## src/sv/s2a_pkg.sv

```systemverilog
// Shared types, key numbers and the set-1 code table for the scancode decoder.
// No dependencies; s2a_decode, scancode_to_ascii and the testbench import this package.
package s2a_pkg;

    localparam int TABLE_ENTRIES_DEFAULT = 89;
    localparam int KEY_TABLE_DEPTH       = 89;

    localparam logic [7:0] RELEASE_MASK  = 8'h80;
    localparam logic [7:0] KEY_MASK      = 8'h7F;
    localparam logic [7:0] PREFIX_EXT    = 8'hE0;
    localparam logic [7:0] PREFIX_PAUSE  = 8'hE1;
    localparam logic [7:0] PAUSE_CODE    = 8'hA0;
    localparam logic [1:0] PAUSE_SKIP_BYTES = 2'd2;

    localparam logic [6:0] KEY_LEFT_SHIFT  = 7'd42;
    localparam logic [6:0] KEY_RIGHT_SHIFT = 7'd54;
    localparam logic [6:0] KEY_CAPS      = 7'd58;
    localparam logic [6:0] KEY_NUM       = 7'd69;
    localparam logic [6:0] KEY_SCROLL    = 7'd70;
    localparam logic [6:0] KEY_SPACE     = 7'd57;
    localparam logic [6:0] SHIFT_FIRST   = 7'd2;
    localparam logic [6:0] SHIFT_LAST    = 7'd53;
    localparam logic [6:0] NUMPAD_FIRST  = 7'd71;
    localparam logic [6:0] NUMPAD_LAST   = 7'd83;

    localparam logic [7:0] LETTER_FIRST  = 8'h61;
    localparam logic [7:0] LETTER_LAST   = 8'h7A;

    // Each entry is {shifted, normal}.
    localparam logic [15:0] KEY_TABLE [KEY_TABLE_DEPTH] = '{
        16'h0000, 16'h1B1B, 16'h2131, 16'h4032, 16'h2333, 16'h2434, 16'h2535, 16'h5E36,
        16'h2637, 16'h2A38, 16'h2839, 16'h2930, 16'h5F2D, 16'h2B3D, 16'h0808, 16'h0909,
        16'h5171, 16'h5777, 16'h4565, 16'h5272, 16'h5474, 16'h5979, 16'h5575, 16'h4969,
        16'h4F6F, 16'h5070, 16'h7B5B, 16'h7D5D, 16'h0A0A, 16'h8181, 16'h4161, 16'h5373,
        16'h4464, 16'h4666, 16'h4767, 16'h4868, 16'h4A6A, 16'h4B6B, 16'h4C6C, 16'h3A3B,
        16'h2227, 16'h7E60, 16'h8282, 16'h7C5C, 16'h5A7A, 16'h5878, 16'h4363, 16'h5676,
        16'h4262, 16'h4E6E, 16'h4D6D, 16'h3C2C, 16'h3E2E, 16'h3F2F, 16'h8383, 16'h2A2A,
        16'h8585, 16'h2020, 16'h8686, 16'h8787, 16'h8888, 16'h8989, 16'h8A8A, 16'h8B8B,
        16'h8C8C, 16'h8D8D, 16'h8E8E, 16'h8F8F, 16'h9090, 16'h9191, 16'h9292, 16'h3793,
        16'h3894, 16'h3995, 16'h2D2D, 16'h3496, 16'h3597, 16'h3698, 16'h2B2B, 16'h3199,
        16'h329A, 16'h339B, 16'h309C, 16'h2E9D, 16'h0000, 16'h0000, 16'h0000, 16'h9E9E,
        16'h9F9F
    };

    typedef struct packed {
        logic       shift_held;
        logic       caps_lock;
        logic       num_lock;
        logic       scroll_lock;
        logic       extended_pending;
        logic [1:0] pause_skip;
    } kbd_state_t;

    typedef struct packed {
        logic       char_valid;
        logic [7:0] char_code;
        logic       led_update;
        logic [2:0] led_state;
    } char_result_t;

    function automatic logic [15:0] key_lookup(input logic [6:0] key);
        logic [15:0] entry;
        entry = 16'h0000;
        if ({1'b0, key} < 8'(KEY_TABLE_DEPTH))
        begin
            entry = KEY_TABLE[key];
        end
        return entry;
    endfunction

endpackage

```

## src/sv/s2a_if.sv

```systemverilog
// Valid/ready channel interfaces for scancode bytes in and decoded characters out.
// No dependencies.
interface s2a_scan_if;
    logic       valid;
    logic       ready;
    logic [7:0] scan_byte;

    modport source (output valid, output scan_byte, input ready);
    modport sink   (input valid, input scan_byte, output ready);
endinterface

interface s2a_char_if;
    logic       valid;
    logic       ready;
    logic       char_valid;
    logic [7:0] char_code;
    logic       led_update;
    logic [2:0] led_state;

    modport source (output valid, output char_valid, output char_code,
                    output led_update, output led_state, input ready);
    modport sink   (input valid, input char_valid, input char_code,
                    input led_update, input led_state, output ready);
endinterface

```

## src/sv/s2a_decode.sv

```systemverilog
// Combinational decode of one scancode byte against the keyboard flags.
// Depends on s2a_pkg for the code table, key numbers and state/result types.
module s2a_decode
    import s2a_pkg::*;
#(
    parameter int TABLE_ENTRIES = TABLE_ENTRIES_DEFAULT
)
(
    input  logic [7:0]   scan_byte,
    input  kbd_state_t   state,
    output kbd_state_t   state_next,
    output char_result_t result
);

    localparam logic [7:0] TableLimit = 8'(TABLE_ENTRIES);

    logic [6:0]  key;
    logic [15:0] entry;
    logic [7:0]  normal;
    logic [7:0]  shifted;

    assign key     = 7'(scan_byte & KEY_MASK);
    assign entry   = key_lookup(key);
    assign normal  = entry[7:0];
    assign shifted = entry[15:8];

    always_comb
    begin
        state_next = state;
        result     = '0;

        priority if (state.pause_skip != 2'd0)
        begin
            // swallow the trailing pause bytes
            state_next.pause_skip = state.pause_skip - 2'd1;
        end
        else if (!state.extended_pending && scan_byte == PREFIX_PAUSE)
        begin
            state_next.pause_skip = PAUSE_SKIP_BYTES;
            result.char_valid     = 1'b1;
            result.char_code      = PAUSE_CODE;
        end
        else if (!state.extended_pending && scan_byte == PREFIX_EXT)
        begin
            state_next.extended_pending = 1'b1;
        end
        else
        begin
            state_next.extended_pending = 1'b0;
            priority if ((scan_byte & RELEASE_MASK) != 8'h00)
            begin
                if (key == KEY_LEFT_SHIFT || key == KEY_RIGHT_SHIFT)
                begin
                    state_next.shift_held = 1'b0;
                end
            end
            else if (key == KEY_LEFT_SHIFT || key == KEY_RIGHT_SHIFT)
            begin
                state_next.shift_held = 1'b1;
            end
            else if (key == KEY_CAPS)
            begin
                state_next.caps_lock = ~state.caps_lock;
                result.led_update    = 1'b1;
            end
            else if (key == KEY_NUM)
            begin
                state_next.num_lock = ~state.num_lock;
                result.led_update   = 1'b1;
            end
            else if (key == KEY_SCROLL)
            begin
                state_next.scroll_lock = ~state.scroll_lock;
                result.led_update      = 1'b1;
            end
            else if ({1'b0, key} < TableLimit)
            begin
                priority if (normal >= LETTER_FIRST && normal <= LETTER_LAST)
                begin
                    result.char_valid = 1'b1;
                    result.char_code  = (state.shift_held | state.caps_lock) ? shifted : normal;
                end
                else if (key >= SHIFT_FIRST && key <= SHIFT_LAST)
                begin
                    result.char_valid = 1'b1;
                    result.char_code  = state.shift_held ? shifted : normal;
                end
                else if (key >= NUMPAD_FIRST && key <= NUMPAD_LAST)
                begin
                    result.char_valid = 1'b1;
                    result.char_code  = state.num_lock ? shifted : normal;
                end
                else if (key == KEY_SPACE)
                begin
                    result.char_valid = 1'b1;
                    result.char_code  = normal;
                end
                else
                begin
                    result.char_valid = 1'b0;
                end
            end
            else
            begin
                result.char_valid = 1'b0;
            end
        end

        // LEDs always show the flags as they stand after this byte
        result.led_state = {state_next.caps_lock, state_next.num_lock, state_next.scroll_lock};
    end

endmodule

```

## src/sv/scancode_to_ascii.sv

```systemverilog
// Set-1 scancode to character decoder, top level: input and result registers.
// Depends on s2a_pkg, s2a_if (channel interfaces) and s2a_decode.
//
// Usage:
//   scan_in  carries one raw scancode byte per transaction (valid/ready).
//   char_out carries one result per input byte: char_valid and char_code for
//   a pressed character key or the pause prefix, led_update when a lock key
//   toggled, and led_state {caps, num, scroll} after the byte.
//   Every accepted byte yields exactly one result transaction, in order.
// Path: a byte accepted on scan_in passes through two register stages
//   (input register, then result register) before it is presented on char_out.
// Throughput: one byte per cycle while char_out is ready; the decode is a single
//   table lookup and flag update between the two registers, and the flags feed
//   back in the same cycle.
// Stall: while char_out is not ready the result register holds; the input
//   register still takes one more byte, then scan_in.ready drops.
// Reset: rst_n low clears both registers' valid flags and all flags (shift,
//   locks, prefix and pause skip); the code table is constant.
module scancode_to_ascii
    import s2a_pkg::*;
#(
    parameter int TABLE_ENTRIES = TABLE_ENTRIES_DEFAULT
)
(
    input  logic          clk,
    input  logic          rst_n,
    s2a_scan_if.sink      scan_in,
    s2a_char_if.source    char_out
);

    logic         in_valid_reg;
    logic [7:0]   in_byte_reg;
    logic         out_valid_reg;
    char_result_t out_res_reg;
    kbd_state_t   state_reg;

    kbd_state_t   state_next;
    char_result_t res_next;
    logic         advance;

    s2a_decode #(
        .TABLE_ENTRIES (TABLE_ENTRIES)
    ) u_decode (
        .scan_byte  (in_byte_reg),
        .state      (state_reg),
        .state_next (state_next),
        .result     (res_next)
    );

    // move the held byte into the result register when it is free or draining
    assign advance       = in_valid_reg && (!out_valid_reg || char_out.ready);
    assign scan_in.ready = !in_valid_reg || advance;

    always_ff @(posedge clk or negedge rst_n)
    begin
        if (!rst_n)
        begin
            in_valid_reg  <= 1'b0;
            out_valid_reg <= 1'b0;
            state_reg     <= '0;
        end
        else
        begin
            if (scan_in.ready)
            begin
                in_valid_reg <= scan_in.valid;
            end
            if (advance)
            begin
                out_valid_reg <= 1'b1;
                state_reg     <= state_next;
            end
            else if (char_out.ready)
            begin
                out_valid_reg <= 1'b0;
            end
        end
    end

    always_ff @(posedge clk)
    begin
        if (scan_in.valid && scan_in.ready)
        begin
            in_byte_reg <= scan_in.scan_byte;
        end
        if (advance)
        begin
            out_res_reg <= res_next;
        end
    end

    assign char_out.valid      = out_valid_reg;
    assign char_out.char_valid = out_res_reg.char_valid;
    assign char_out.char_code  = out_res_reg.char_code;
    assign char_out.led_update = out_res_reg.led_update;
    assign char_out.led_state  = out_res_reg.led_state;

`ifndef SYNTHESIS
    a_advance_loads_result: assert property (@(posedge clk) disable iff (!rst_n)
        advance |=> out_valid_reg)
        else $error("decoded transaction did not reach the result register");

    a_state_holds_when_idle: assert property (@(posedge clk) disable iff (!rst_n)
        !advance |=> $stable(state_reg))
        else $error("keyboard flags changed without a decoded byte");

    a_prefix_exclusive: assert property (@(posedge clk) disable iff (!rst_n)
        !(state_reg.extended_pending && state_reg.pause_skip != 2'd0))
        else $error("extended prefix pending while skipping pause bytes");

    a_pause_arms_skip: assert property (@(posedge clk) disable iff (!rst_n)
        advance && in_byte_reg == PREFIX_PAUSE && state_reg.pause_skip == 2'd0
            && !state_reg.extended_pending
        |=> state_reg.pause_skip == PAUSE_SKIP_BYTES && out_res_reg.char_valid)
        else $error("pause prefix did not arm the skip count");
`endif

endmodule

```

## src/flat_wrapper.sv

```systemverilog
// flat-port wrapper written by rule: the top's interface ports become plain ports
module scancode_to_ascii_flat import s2a_pkg::*;
#(
    parameter int TABLE_ENTRIES = TABLE_ENTRIES_DEFAULT
)
  (clk, rst_n, scan_in_valid, scan_in_scan_byte, scan_in_ready, char_out_valid, char_out_char_valid, char_out_char_code, char_out_led_update, char_out_led_state, char_out_ready);
  s2a_scan_if scan_in_i ();
  s2a_char_if char_out_i ();
  input  logic clk;
  input  logic rst_n;
  input wire logic [$bits(scan_in_i.valid)-1:0] scan_in_valid;
  input wire logic [$bits(scan_in_i.scan_byte)-1:0] scan_in_scan_byte;
  output wire logic [$bits(scan_in_i.ready)-1:0] scan_in_ready;
  output wire logic [$bits(char_out_i.valid)-1:0] char_out_valid;
  output wire logic [$bits(char_out_i.char_valid)-1:0] char_out_char_valid;
  output wire logic [$bits(char_out_i.char_code)-1:0] char_out_char_code;
  output wire logic [$bits(char_out_i.led_update)-1:0] char_out_led_update;
  output wire logic [$bits(char_out_i.led_state)-1:0] char_out_led_state;
  input wire logic [$bits(char_out_i.ready)-1:0] char_out_ready;
  assign scan_in_i.valid = scan_in_valid;
  assign scan_in_i.scan_byte = scan_in_scan_byte;
  assign scan_in_ready = scan_in_i.ready;
  assign char_out_valid = char_out_i.valid;
  assign char_out_char_valid = char_out_i.char_valid;
  assign char_out_char_code = char_out_i.char_code;
  assign char_out_led_update = char_out_i.led_update;
  assign char_out_led_state = char_out_i.led_state;
  assign char_out_i.ready = char_out_ready;
  scancode_to_ascii #(.TABLE_ENTRIES(TABLE_ENTRIES)) u_core (.clk(clk), .rst_n(rst_n), .scan_in(scan_in_i), .char_out(char_out_i));
endmodule
```

## config.mk

```make
export PLATFORM = sky130hd
export DESIGN_NAME = scancode_to_ascii_flat
export DESIGN_NICKNAME = d
export VERILOG_FILES = /design/src/sv/s2a_pkg.sv /design/src/sv/s2a_if.sv /design/src/sv/s2a_decode.sv /design/src/sv/scancode_to_ascii.sv /design/src/flat_wrapper.sv
export SDC_FILE = /design/constraint.sdc
export NUM_CORES = 1
export LEC_CHECK = 0
export BUFFER_PORTS_ARGS = -buffer_cell sky130_fd_sc_hd__buf_4
export CAP_MARGIN = 20
export CORE_UTILIZATION = 62
export DETAILED_ROUTE_END_ITERATION = 6
export GPL_TIMING_DRIVEN = 0
export PLACE_DENSITY = 0.82
export SETUP_SLACK_MARGIN = 0.15
export SLEW_MARGIN = 20
export SYNTH_ARGS = -nofsm -noshare
export SYNTH_HDL_FRONTEND = slang
export SYNTH_HIERARCHICAL = 1
export SYNTH_SLANG_ARGS = --single-unit
```

## constraint.sdc

```tcl
create_clock -name clk -period 3.8 [get_ports clk]
set_input_delay 0.19 -clock clk [delete_from_list [all_inputs] [get_ports clk]]
set_output_delay 0.19 -clock clk [all_outputs]
set_load 0.05 [all_outputs]
```

* Word level (Yosys, flattened, before mapping)
Memories as Yosys holds them, arrays and structs flattened.
Index checks and enable logic that the tools add are counted.
** Word-level totals
- Flip-flop bits (word level) :: 30
- Bits in latches :: 0
- RAM bits :: 0
- Bits in read-only memories :: 2048
- Bits of input ports :: 12
- Output and inout port bits :: 15
- Word-level logic and storage cells :: 103
- Memories kept :: 1
** Operators by class
- Add/sub/neg operators :: 1
- $mul :: 0
- Divide/modulo/power cells :: 0
- $lt $le $gt $ge :: 8
- Eq/ne operators :: 8
- Shift operators :: 0
- Mux-type cells :: 41
- Bitwise operators :: 9
- Reduce and logical (&&, ||, !) cells :: 21
** Memories
- (no name shown) :: depth 128, bits a word 16, read ports 1, clocked after memory_dff 0, wr ports 0, line s2a_pkg.sv:66 : entry = KEY_TABLE[key];
** Operators by type and width (count)
- $mux 9 :: 7
- $mux 16 :: 3
- $mux 8 :: 5
- $mux 10 :: 3
- $eq 7x6->1 const B :: 4
- $eq 8x8->1 const B :: 2
- $mux 1 :: 15
- $eq 7x7->1 const B :: 2
- $mux 3 :: 3
- $reduce_or 9->1 :: 1
- $ge 8x7->1 const B :: 1
- $ge 8x8->1 const B :: 1
- $le 8x7->1 const B :: 1
- $mux 4 :: 2
- $not 7->8 :: 1
- $ge 7x2->1 const B :: 1
- $ge 7x7->1 const B :: 1
- $le 7x6->1 const B :: 1
- $le 7x7->1 const B :: 1
- $logic_and 1x1->1 :: 7
- $lt 7x7->1 const B :: 1
- $not 1->1 :: 7
- $mux 2 :: 3
- $reduce_bool 2->1 :: 3
- other kinds (8) :: 12

* Depth between registers and ports, before layout
- Depth after elaboration :: 17
- Gate-level depth with buffers :: 14
- Depth with buffers taken out :: 11

* Modules after synthesis
Netlist, hierarchy kept.
** By module, submodules not included
- s2a_decode :: times used 1, cells an instance 368, area each 2429.8 um^2, seq. area each 0.0 um^2
- scancode_to_ascii :: times used 1, cells an instance 44, area each 1017.2 um^2, seq. area each 855.8 um^2

* Worst setup path before layout
No wires, ideal clock.
- Path kind :: reg2reg
- From :: register u_core.in_byte_reg[0]
- To :: register u_core.out_res_reg, in the netlist u_core/char_out.char_code[0], data pin
- Library setup time :: 0.272 ns
- Arrival time :: 3.016 ns
- Required time :: 3.528 ns
- Setup slack :: 0.512 ns
- Stages on the path, launching flop included :: 15
- Path buffers :: 3
- Clock period less this slack :: 3.288 ns
- Cell sequence :: edfxtp_1 -> buf_2 -> buf_2 -> inv_1 -> ha_1 -> clkbuf_1 -> or2_1 -> a311oi_2 -> a21oi_1 -> o221ai_2 -> nand3_1 -> a2bb2oi_4 -> nand2_2 -> mux2i_2 -> o32ai_1
** Between the ends
- Longest elaborated chain between the ends :: 9
- Elaborated cells on any way between the ends :: 35
- Classes of those cells :: 7 x order compare; 8 x eq/ne; 10 x mux; 2 x bitwise; 7 x reduce/logical; 1 x memory
** RTL lines
- from (decl) :: line scancode_to_ascii.sv:32 : logic [7:0] in_byte_reg;
- from (signal assigned) :: line scancode_to_ascii.sv:84 : in_byte_reg <= scan_in.scan_byte;
- branches (longest 9 deep; another with $mem_v2 128x16)
- to (signal assigned) :: line scancode_to_ascii.sv:88 : out_res_reg <= res_next;
- to (decl) :: line scancode_to_ascii.sv:34 : char_result_t out_res_reg;
Several ways; the timed one is not identified. The select of a mux whose other input is x is not followed.
A chain may end at the register's enable or synchronous reset.

* Worst setup path in the final report
- From :: register u_core.in_byte_reg[0]
- To :: register u_core.out_res_reg, in the netlist u_core/char_out.char_code[1], data pin
The elaborated chain is that of the path after synthesis.

==> impl_metrics.tcl <==
set metrics [dict create \
    setup_viol 0 \
    reg2regPathDepth 14 \
    netlist_top_cells_area "edfxtp_1, dfrtp_1, ha_1" \
    final_cells 528 \
    status "finished, violations left" \
    final_cell_mix "buf_4, nand2_1, a21oi_1, nor2_1, o21ai_0" \
    grt_max_degree 14 \
    syn-cell-area_mm2 0.00345 \
    intPower_uw 840 \
    r2r_start "u_core/in_byte_reg[0]" \
    syn-mean-instance-area_um2 8.37 \
    ys_seq_area_frac 0.248 \
    tightestPinTransition_ns 0.703 \
    drt-total-wl_um 12800 \
    yosys.area.top_type_share 0.183 \
    detail_route.iter0.violations 1014 \
    yosysUniqueCellTypes 85 \
    cpMaxStageDelayCell "edfxtp_1" \
    clockBufferDepth 2 \
    fin_ws_ns 0.229 \
    clk_latency_ns 0.29 \
    sequentialPowerShare 0.311 \
    path_clk_slew_ns 0.07 \
    die-area_mm2 0.00586 \
    mostFrequentLayoutCell "buf_4" \
    syn_nets 440 \
    p_leak_nw 1.57 \
    ys_ff_latch 30 \
    fmax_mhz 280 \
    core-area_mm2 0.00524 \
    endpoint "u_core/char_out.char_code[1]" \
    synth_edf_count 21 \
    rsz0062_at_grt "no" \
    cp-startpoint "u_core/in_byte_reg[0]" \
    nNetsFinal 485 \
    endpoint_kind "register" \
    wl_per_cell_um 24.3 \
    cp_num_buf_inv 4 \
    min_from "scan_in_scan_byte[0]" \
    grt_first_pass_wirelength_um 19400 \
    worstPathCellList "buf_6 > buf_8 > clkinvlp_4 > ha_1 > buf_2 > or2_1 > a311oi_2 > a21oi_1 > o221ai_2 > o21ai_2 > a2bb2oi_4 > a21oi_2 > nand2b_1 > o32ai_1" \
    drcViolationCount 37 \
    switching_share 0.388 \
    crit_family "compound AO/OA/AOI/OAI gates" \
    p_switching_uw 533 \
    min_period_over_period 0.940 \
    grt_pass1_vias 3696 \
    synthCells 412 \
    io_buffer_count 26 \
    cp-start-kind "register" \
    grt_usage 0.428 \
    total_power_mw 1.37 \
    htreeDepth 2 \
    synth_warnings 6 \
    drive_gt1_frac 0.240 \
    criticalPathCategory "reg -> reg" \
    fin_skew_ns 0.00724 \
    place.gp.congestion 1.10 \
    die_h_um 76.6 \
    num_vias 3974 \
    synth_ff_type "edfxtp_1" \
    firstDrtPassIters 7 \
    r2r-end "u_core/char_out.char_code[1]" \
    die_w_um 76.6 \
    violations "design-rule violations" \
    initial_core_util 0.658 \
    dp_cells 508 \
    syn2layout_area_growth_pct 16.4 \
    crit_cells 14 \
    cts_buffers 5 \
    yosysTopAreaCell "edfxtp_1" \
    combinationalPowerShare 0.442 \
    cp.arrival_ns 3.67 \
    fin_crit_ns 3.57 \
    r2r_setup_slack_ns 0.23 \
    num_io_pins 27 \
    cts_tree "done" \
    grt_antenna_before_repair 0 \
    overflow 0 \
    crit_required_ns 3.90 \
    holdCritPathClass "in -> reg" \
    clock-sinks 30 \
    slew_headroom 0.532 \
    dp_slack_ns -0.138 \
    clkPwrFrac 0.247 \
    drv_slew 0 \
    maxCapViolations 0 \
    cts_root_buffer "clkbuf_8" \
    diodes 0 \
    slowest_delay_ns 0.36 \
    powerDensity_mw_per_mm2 342 \
    ant_nets 0 \
    rows 26 \
    dp_hpwl_um 8680 \
    vias_per_cell 7.53 \
    crit_fanout 10 \
    async_reset_ff_frac 0.300 \
    vdd_drop_max_mv 0.307 \
    hold_viol 0 \
]
==> cells in the mapped netlist (all sizes together), types with 4 or more instances <==
cell type,instances
nor2,27
o22ai,8
ha,16
clkbuf,10
buf,29
mux2,10
nand2,41
a21oi,30
inv,12
and2,4
mux2i,5
o32ai,7
nand4,4
nor2b,11
dfrtp,9
or2,4
nor3,10
nand3,19
a311oi,8
o21ai,27
a211oi,9
a31oi,5
edfxtp,21
o221ai,6
a21o,5
nand2b,15
==> stage by stage <==
step                utilization  hold WS, ns  area, um^2  TNS [ns]
floorplan                     -       -0.106        3450         0
global placement          0.712       0.0159        3730   -0.0487
detailed placement        0.712       0.0199        3730    -0.609
CTS                       0.743       0.0792        3890         0
global route              0.766       0.0675        4010         0
finish                    0.766       0.0781        4010         0
==> per-layer routing <==
layer | GRT usage | vias to the layer above | part of all wire
li1 | - | 1651 | -
met1 | 0.532 | 1745 | 0.35
met2 | 0.644 | 447 | 0.43
met3 | 0.133 | 131 | 0.15
met4 | 0.267 | 0 | 0.066
met5 | 0 | - | 0
==> how the worst min path moves through the flow <==
| stage | slack, ns | cells past startpoint | to |
|---|---|---|---|
| after global placement | 0.02 | 1 | u_core/state_reg[3] |
| after detailed placement | 0.02 | 1 | u_core/state_reg[3] |
| after floorplan | -0.11 | 0 | u_core/char_out.valid |
| after global routing | 0.07 | 1 | u_core/in_byte_reg[1] |
| after CTS | 0.08 | 1 | u_core/in_byte_reg[0] |
| final | 0.08 | 1 | u_core/in_byte_reg[0] |
==> what timing repair did <==
action                                 CTS  global route
gates resized for setup                  6            11
setup endpoints to repair                7             7
buffers inserted                         2             9
endpoints found under the hold margin    9             0
pin swaps                                0             3
hold buffers                             1             0
==> cell type report <==
| type | instances | area [um^2] |
|---|---|---|
| Clock buffer | 7 | 86.3 |
| Multi-Input combinational cell | 330 | 2360 |
| Clock inverter | 1 | 30.0 |
| Timing Repair Buffer | 38 | 288 |
| Sequential cell | 30 | 856 |
| Buffer | 39 | 246 |
| Inverter | 13 | 56.3 |
| Fill cell | 355 | 1220 |
| Tap cell | 70 | 87.6 |
==> cell families after synthesis <==
family                   after synthesis  synth area share
AO/OA/AOI/OAI                        142             0.306
XOR/XNOR                               4            0.0102
adder cells (fa/ha/maj)               16            0.0581
buffers and inverters                 52            0.0806
flip-flops                            30             0.248
multiplexers                          15            0.0570
AND/OR/NAND/NOR                      153             0.240
==> power by group through the flow <==
stage | Sequential, mW | Clock [mW] | Combinational (mW)
after floorplan | 0.486 | 0 | 0.348
after global placement | 0.431 | 0 | 0.532
after detailed placement | 0.435 | 0 | 0.544
after CTS | 0.427 | 0.338 | 0.559
after global routing | 0.432 | 0.354 | 0.628
final | 0.427 | 0.339 | 0.607
Power figures use the tool's default switching activity.
